===== config.mk =====
export PLATFORM = sky130hd
export DESIGN_NAME = aha_ctrl
export DESIGN_NICKNAME = d
export VERILOG_FILES = /design/src/rtl/aha_pkg.sv /design/src/rtl/aha_ctrl.sv
export SDC_FILE = /design/constraint.sdc
export NUM_CORES = 1
export LEC_CHECK = 0
export BUFFER_PORTS_ARGS = -buffer_cell sky130_fd_sc_hd__buf_2
export CAP_MARGIN = 5
export CORE_MARGIN = 2
export CORE_UTILIZATION = 45
export CTS_BUF_LIST = sky130_fd_sc_hd__clkbuf_4
export DETAILED_ROUTE_END_ITERATION = 7
export MAX_ROUTING_LAYER = met4
export PLACE_DENSITY_LB_ADDON = 0.08
export SLEW_MARGIN = 20
export SYNTH_ARGS = -nofsm -noshare
export SYNTH_HDL_FRONTEND = slang
export SYNTH_SLANG_ARGS = --single-unit

===== constraint.sdc =====
create_clock -name clock -period 6.4 [get_ports clock]
set_input_delay 0.64 -clock clock [delete_from_list [all_inputs] [get_ports clock]]
set_output_delay 0.64 -clock clock [all_outputs]
set_load 0.03 [all_outputs]

===== src/rtl/aha_pkg.sv =====
// Shared types and constants for the arena heap allocator.
// No dependencies; imported by aha_ctrl, the top level and the checker.
package aha_pkg;

   localparam int ARENA_WORDS = 1024;
   localparam int ADDR_W      = $clog2(ARENA_WORDS);
   localparam int HDR_W       = ADDR_W + 2;

   typedef enum logic {
      OP_ALLOC = 1'b0,
      OP_FREE  = 1'b1
   } op_type;

   typedef enum logic [2:0] {
      ST_INIT,
      ST_IDLE,
      ST_WALK,
      ST_CARVE,
      ST_CARVE_TOP,
      ST_FREE_NXT
   } state_type;

   typedef struct packed {
      logic                     rd_en;
      logic [ADDR_W-1:0]        rd_addr;
      logic                     wr_en;
      logic [ADDR_W-1:0]        wr_addr;
      logic signed [HDR_W-1:0]  wr_data;
   } mem_req_type;

endpackage


===== src/rtl/aha_ctrl.sv =====
// Allocator sequencer: walks the header chain one RAM read per cycle,
// then writes back. Depends on aha_pkg.
module aha_ctrl
   import aha_pkg::*;
(
   input  logic                    clock,
   input  logic                    reset,
   input  logic                    start,
   output logic                    busy,
   input  logic                    req_type,
   input  logic [ADDR_W-1:0]       req_size,
   input  logic [ADDR_W-1:0]       req_addr,
   output logic                    rsp_valid,
   output logic                    rsp_ok,
   output logic [ADDR_W-1:0]       rsp_block_addr,
   output mem_req_type             mem_req,
   input  logic [HDR_W-1:0]        mem_rd_data
);

   localparam int NW = HDR_W + 1;
   localparam logic signed [HDR_W-1:0] HDR_ONE  = 1;
   localparam logic signed [HDR_W-1:0] HDR_ZERO = 0;

   state_type               state_ff, state_in;
   op_type                  op_ff, op_in;
   logic [ADDR_W-1:0]       size_ff, size_in;
   logic [ADDR_W-1:0]       q_ff, q_in;
   logic [ADDR_W-1:0]       p_ff, p_in;
   logic [ADDR_W-1:0]       pr_ff, pr_in;
   logic signed [HDR_W-1:0] pred_hdr_ff, pred_hdr_in;
   logic                    has_pred_ff, has_pred_in;
   logic [ADDR_W-1:0]       base_ff, base_in;
   logic signed [HDR_W-1:0] merged_ff, merged_in;
   logic                    rsp_valid_ff, rsp_valid_in;
   logic                    rsp_ok_ff, rsp_ok_in;
   logic [ADDR_W-1:0]       rsp_addr_ff, rsp_addr_in;

   // datapath terms on the header word returned by the RAM
   logic signed [HDR_W-1:0] hdr;
   logic [HDR_W-1:0]        hdr_abs;
   logic [NW-1:0]           np;
   logic                    np_end;
   logic signed [HDR_W-1:0] size_hdr;
   logic signed [HDR_W-1:0] neg_size;
   logic                    exact;
   logic signed [NW-1:0]    need_w;
   logic signed [NW-1:0]    hdr_ext;
   logic                    room_fail;
   logic signed [HDR_W-1:0] first_new;
   logic [ADDR_W-1:0]       top;
   logic signed [HDR_W-1:0] len;
   logic                    pred_pos;
   logic signed [HDR_W-1:0] merged;
   logic [ADDR_W-1:0]       base;
   logic [NW-1:0]           nxt;
   logic                    nxt_in;
   logic                    succ_pos;
   logic signed [HDR_W-1:0] succ_sum;
   logic                    accept;
   logic                    early_fail;
   logic                    at_target;

   assign hdr       = $signed(mem_rd_data);
   assign hdr_abs   = hdr[HDR_W-1] ? (~hdr + HDR_W'(1)) : hdr;
   assign np        = NW'(p_ff) + NW'(hdr_abs) + NW'(1);
   assign np_end    = (np >= NW'(ARENA_WORDS));
   assign size_hdr  = $signed(HDR_W'(size_ff));
   assign neg_size  = -size_hdr;
   assign exact     = !hdr[HDR_W-1] && (hdr == size_hdr);
   assign need_w    = $signed(NW'(size_ff)) + $signed(NW'(1));
   assign hdr_ext   = NW'(hdr);
   assign room_fail = (need_w > hdr_ext);
   assign first_new = hdr - size_hdr - HDR_ONE;
   assign top       = first_new[ADDR_W-1:0] + ADDR_W'(1);
   assign len       = -hdr;
   assign pred_pos  = has_pred_ff && (pred_hdr_ff > HDR_ZERO);
   assign merged    = pred_pos ? (pred_hdr_ff + len + HDR_ONE) : len;
   assign base      = pred_pos ? pr_ff : q_ff;
   assign nxt       = NW'(base) + NW'($unsigned(merged)) + NW'(1);
   assign nxt_in    = (nxt < NW'(ARENA_WORDS));
   assign succ_pos  = (hdr > HDR_ZERO);
   assign succ_sum  = merged_ff + hdr + HDR_ONE;
   assign at_target = (p_ff == q_ff);

   assign accept     = start && (state_ff == ST_IDLE);
   assign early_fail = (req_type == OP_ALLOC) ? (req_size == '0) : (req_addr == '0);

   // next state
   always_comb begin
      state_in = state_ff;
      unique case (state_ff)
         ST_INIT: begin
            state_in = ST_IDLE;
         end
         ST_IDLE: begin
            if (accept && !early_fail) begin
               state_in = ST_WALK;
            end
         end
         ST_WALK: begin
            if (op_ff == OP_ALLOC) begin
               if (exact) begin
                  state_in = ST_IDLE;
               end else if (np_end) begin
                  state_in = ST_CARVE;
               end
            end else if (at_target) begin
               if (hdr[HDR_W-1] && nxt_in) begin
                  state_in = ST_FREE_NXT;
               end else begin
                  state_in = ST_IDLE;
               end
            end else if (np_end) begin
               state_in = ST_IDLE;
            end
         end
         ST_CARVE: begin
            state_in = room_fail ? ST_IDLE : ST_CARVE_TOP;
         end
         ST_CARVE_TOP: begin
            state_in = ST_IDLE;
         end
         ST_FREE_NXT: begin
            state_in = ST_IDLE;
         end
         default: begin
            state_in = ST_IDLE;
         end
      endcase
   end

   // datapath and RAM port
   always_comb begin
      op_in        = op_ff;
      size_in      = size_ff;
      q_in         = q_ff;
      p_in         = p_ff;
      pr_in        = pr_ff;
      pred_hdr_in  = pred_hdr_ff;
      has_pred_in  = has_pred_ff;
      base_in      = base_ff;
      merged_in    = merged_ff;
      rsp_valid_in = 1'b0;
      rsp_ok_in    = rsp_ok_ff;
      rsp_addr_in  = rsp_addr_ff;
      mem_req      = '0;
      unique case (state_ff)
         ST_INIT: begin
            mem_req.wr_en   = 1'b1;
            mem_req.wr_addr = '0;
            mem_req.wr_data = HDR_W'(ARENA_WORDS - 1);
         end
         ST_IDLE: begin
            if (accept) begin
               op_in       = op_type'(req_type);
               size_in     = req_size;
               q_in        = req_addr - ADDR_W'(1);
               p_in        = '0;
               has_pred_in = 1'b0;
               if (early_fail) begin
                  rsp_valid_in = 1'b1;
                  rsp_ok_in    = 1'b0;
                  rsp_addr_in  = '0;
               end else begin
                  mem_req.rd_en   = 1'b1;
                  mem_req.rd_addr = '0;
               end
            end
         end
         ST_WALK: begin
            if (op_ff == OP_ALLOC) begin
               if (exact) begin
                  mem_req.wr_en   = 1'b1;
                  mem_req.wr_addr = p_ff;
                  mem_req.wr_data = neg_size;
                  rsp_valid_in    = 1'b1;
                  rsp_ok_in       = 1'b1;
                  rsp_addr_in     = p_ff + ADDR_W'(1);
               end else if (np_end) begin
                  mem_req.rd_en   = 1'b1;
                  mem_req.rd_addr = '0;
               end else begin
                  mem_req.rd_en   = 1'b1;
                  mem_req.rd_addr = np[ADDR_W-1:0];
                  p_in            = np[ADDR_W-1:0];
               end
            end else if (at_target) begin
               if (!hdr[HDR_W-1]) begin
                  // block already free
                  rsp_valid_in = 1'b1;
                  rsp_ok_in    = 1'b0;
                  rsp_addr_in  = '0;
               end else if (nxt_in) begin
                  mem_req.rd_en   = 1'b1;
                  mem_req.rd_addr = nxt[ADDR_W-1:0];
                  base_in         = base;
                  merged_in       = merged;
               end else begin
                  mem_req.wr_en   = 1'b1;
                  mem_req.wr_addr = base;
                  mem_req.wr_data = merged;
                  rsp_valid_in    = 1'b1;
                  rsp_ok_in       = 1'b1;
                  rsp_addr_in     = '0;
               end
            end else begin
               pr_in       = p_ff;
               pred_hdr_in = hdr;
               has_pred_in = 1'b1;
               if (np_end) begin
                  // header not on the chain
                  rsp_valid_in = 1'b1;
                  rsp_ok_in    = 1'b0;
                  rsp_addr_in  = '0;
               end else begin
                  mem_req.rd_en   = 1'b1;
                  mem_req.rd_addr = np[ADDR_W-1:0];
                  p_in            = np[ADDR_W-1:0];
               end
            end
         end
         ST_CARVE: begin
            if (room_fail) begin
               rsp_valid_in = 1'b1;
               rsp_ok_in    = 1'b0;
               rsp_addr_in  = '0;
            end else begin
               mem_req.wr_en   = 1'b1;
               mem_req.wr_addr = '0;
               mem_req.wr_data = first_new;
               base_in         = top;
            end
         end
         ST_CARVE_TOP: begin
            mem_req.wr_en   = 1'b1;
            mem_req.wr_addr = base_ff;
            mem_req.wr_data = neg_size;
            rsp_valid_in    = 1'b1;
            rsp_ok_in       = 1'b1;
            rsp_addr_in     = base_ff + ADDR_W'(1);
         end
         ST_FREE_NXT: begin
            mem_req.wr_en   = 1'b1;
            mem_req.wr_addr = base_ff;
            mem_req.wr_data = succ_pos ? succ_sum : merged_ff;
            rsp_valid_in    = 1'b1;
            rsp_ok_in       = 1'b1;
            rsp_addr_in     = '0;
         end
         default: begin
            rsp_valid_in = 1'b0;
         end
      endcase
   end

   always_ff @(posedge clock) begin
      if (reset) begin
         state_ff     <= ST_INIT;
         rsp_valid_ff <= 1'b0;
      end else begin
         state_ff     <= state_in;
         rsp_valid_ff <= rsp_valid_in;
      end
   end

   always_ff @(posedge clock) begin
      op_ff       <= op_in;
      size_ff     <= size_in;
      q_ff        <= q_in;
      p_ff        <= p_in;
      pr_ff       <= pr_in;
      pred_hdr_ff <= pred_hdr_in;
      has_pred_ff <= has_pred_in;
      base_ff     <= base_in;
      merged_ff   <= merged_in;
      rsp_ok_ff   <= rsp_ok_in;
      rsp_addr_ff <= rsp_addr_in;
   end

   assign busy           = (state_ff != ST_IDLE);
   assign rsp_valid      = rsp_valid_ff;
   assign rsp_ok         = rsp_ok_ff;
   assign rsp_block_addr = rsp_addr_ff;

endmodule


==> impl_metrics.env <==
export IMPL_floorplan_die_area_sq_mm=0.0209
export IMPL_synth_cells=984
export IMPL_synthesis_area_sq_mm=0.00888
export IMPL_cts_buffers=9
export IMPL_synth_fa_ha_area_frac=0.120
export IMPL_synth_simple_area_share=0.186
export IMPL_worstSkewPairLatency_ns=0.52
export IMPL_syn_nets=1102
export IMPL_finalCriticalPeriod_ns=6.11
export IMPL_wl_mm=30.9
export IMPL_grt_ovfl_total=0
export IMPL_rsz0062_at_grt="no"
export IMPL_power_uw=1720
export IMPL_skew_ns=0.0459
export IMPL_stdcell_count=1347
export IMPL_holdWs_ns=0.330
export IMPL_die_width_um=144
export IMPL_power_internal_uw=1020
export IMPL_maxSlewViolCount=0
export IMPL_crit_type="primary input to output port"
export IMPL_cts_root_buf="clkbuf_4"
export IMPL_synth_xor_xnor_area_share=0.0996
export IMPL_end_kind="output port"
export IMPL_ys_ff_latch=91
export IMPL_p_clk_frac=0.190
export IMPL_dp_cells=1330
export IMPL_hpwl_mm=24.4
export IMPL_path_buf_inv=4
export IMPL_synthDistinctLibCells=84
export IMPL_antenna_found_initial=1
export IMPL_synth_edf_count=87
export IMPL_firstDrtPassIters=5
export IMPL_power_switching_uw=701
export IMPL_area_growth_pct=11.3
export IMPL_cts_buffer_depth=2
export IMPL_layout_common_cells="87 x edfxtp_1, 80 x buf_2, 78 x nor2_1, 77 x ha_1, 72 x xnor2_1"
export IMPL_ant_nets=0
export IMPL_min_path_type="primary input to flip-flop"
export IMPL_max_freq_mhz=164
export IMPL_swShare=0.408
export IMPL_num_io_pins=83
export IMPL_drtIter0Drc=831
export IMPL_syn_mean_instance_area_sq_um=9.02
export IMPL_avgViaCountPerCell=6.08
export IMPL_timing_final_hold_violations=0
export IMPL_core_area_sq_mm=0.0194
export IMPL_nets=1194
export IMPL_grt_usage=0.309
export IMPL_status="completed"
export IMPL_place_congestion=1.00
export IMPL_yosysSeqAreaShare=0.303
export IMPL_fin_crit_sh=0.955
export IMPL_start_kind="primary input"
export IMPL_design_area_sq_mm=0.00989
export IMPL_slew_headroom=0.340
export IMPL_cts_htree_levels=3
export IMPL_place_area_sq_mm=0.00972
export IMPL_leakage_uw=0.00403
export IMPL_max_cap_viol_count=0
export IMPL_grt_pass1_vias=7526
export IMPL_required_ns=5.76
export IMPL_synthArstFlopShare=0
export IMPL_drive_gt1_frac=0.154
export IMPL_max_vdd_ir_drop_mv=0.114
export IMPL_grt_first_pass_wirelength_mm=45.6
export IMPL_final_common_cell="edfxtp_1"
export IMPL_num_vias=8185
export IMPL_cp_slowest_cell="or3_1"
export IMPL_synth_flop_cell="edfxtp_1"
export IMPL_yosysWarnings=0
export IMPL_combPwrFrac=0.394
export IMPL_cp_cell_sequence="buf_2, or3_1, or3_1, xnor2_2, ha_1, and3_1, a221o_1, a21o_1, a21oi_1, xnor2_1, mux2_2, ha_1, nand2_1, o21ai_0, a21boi_2, buf_4, nor2_8, nor2_4, o211ai_2, buf_4, o22ai_1, clkbuf_4"
export IMPL_p_seq_frac=0.416
export IMPL_cp_top_family="compound AO/OA/AOI/OAI gates"
export IMPL_p_per_area_mw_per_mm2=174
export IMPL_drc=0
export IMPL_worstPathMaxFanout=8
export IMPL_grt_start_max_net_pins=26
export IMPL_wl_per_cell_um=22.9
export IMPL_slowest_delay_ns=0.41
export IMPL_placementRows=51
export IMPL_io_buffers=82
export IMPL_fill_cells=1938
export IMPL_worst_pin_slew_ns=0.983
export IMPL_die_h_um=144
export IMPL_clkSinkCount=91
export IMPL_synth_compound_area_frac=0.209
export IMPL_synth_top_family_by_area="compound AO/OA/AOI/OAI gates"
export IMPL_r2r_setup_slack_ns=1.33
export IMPL_setup_viol=0
export IMPL_arrival_ns=5.47
export IMPL_clk_pin_slew_worst_paths_ns=0.16
export IMPL_cts_hold_buf=0
export IMPL_start_util=0.458
export IMPL_cts_tree="yes"
export IMPL_synth_mux_area_fraction=0.0390
-- state kept, by name (all words and copies together) (netlist names) --
signal          flops
rsp_valid           1
merged_ff          12
size_ff            10
base_ff            10
state_ff            3
p_ff               10
rsp_block_addr     10
has_pred_ff         1
op_ff               1
pred_hdr_ff        12
q_ff               10
rsp_ok              1
pr_ff              10
-- routing by layer --
layer | global-route usage | wire (um) | vias up
met1 | 0.435 | 14300 | 3960
li1 | - | - | 3855
met4 | 0.0981 | 937 | 0
met2 | 0.464 | 13700 | 314
met3 | 0.0374 | 1960 | 56
met5 | - | 0 | -
-- stage by stage --
stage                     setup TNS [ns]  setup slack, ns   util
after floorplan                        0            0.163      -
after global placement                 0           0.0758  0.501
after detailed placement         -0.0768          -0.0768  0.501
after CTS                              0            0.149  0.508
after global routing                   0          0.00994  0.510
final                                  0            0.288  0.510
-- power by group through the flow --
stage	clock, uW	combinational [uW]	sequential, uW
finish	327	678	716
global route	353	734	718
CTS	331	663	714
detailed placement	0	660	728
global placement	0	664	728
floorplan	0	463	722
-- Yosys cell counts, types with 28 or more instances --
cell,count,area [sq um]
a21oi_1,65,325
nand2_1,64,240
edfxtp_1,87,2610
inv_1,64,240
ha_1,77,963
o21ai_0,37,185
nor3_1,32,160
xor2_1,28,245
mux2i_1,29,290
nand3_1,28,140
xnor2_1,73,639
nor2_1,79,297
-- worst paths after layout --
| check | startpoint | end | depth (start not counted) |
|---|---|---|---|
| hold reg to reg | p_ff[6]$_SDFFCE_PN0P_ | pr_ff[6]$_DFFE_PP_ | 1 |
| setup / recovery | mem_rd_data[2] | mem_req[9] | 22 |
| hold / removal | req_size[5] | size_ff[5]$_DFFE_PP_ | 1 |
| setup reg to reg | pred_hdr_ff[1]$_DFFE_PP_ | rsp_block_addr[1]$_DFFE_PP_ | 15 |
-- cell families after synthesis --
family,after synthesis
mux,34
simple gates,317
compound gates,264
flops,91
fa+ha+maj,82
xor+xnor,101
buf+inv,95
-- final cells by class --
class,count,area [sq um],share of cell area
Tap cell,265,332,0.0335
Multi-Input combinational cell,798,5860,0.593
Clock buffer,9,67.6,0.00683
Sequential cell,91,2690,0.272
Inverter,67,251,0.0254
Clock inverter,7,57.6,0.00582
Antenna cell,1,2.50,0.000253
Timing Repair Buffer,109,618,0.0625
-- what timing repair did --
| item | 4_1_cts | 5_1_grt |
|---|---|---|
| setup buffers | 0 | 0 |
| resized for setup | 1 | 9 |
| setup endpoints to repair | 1 | 24 |
No activity file was read; power rests on OpenSTA's default activity.
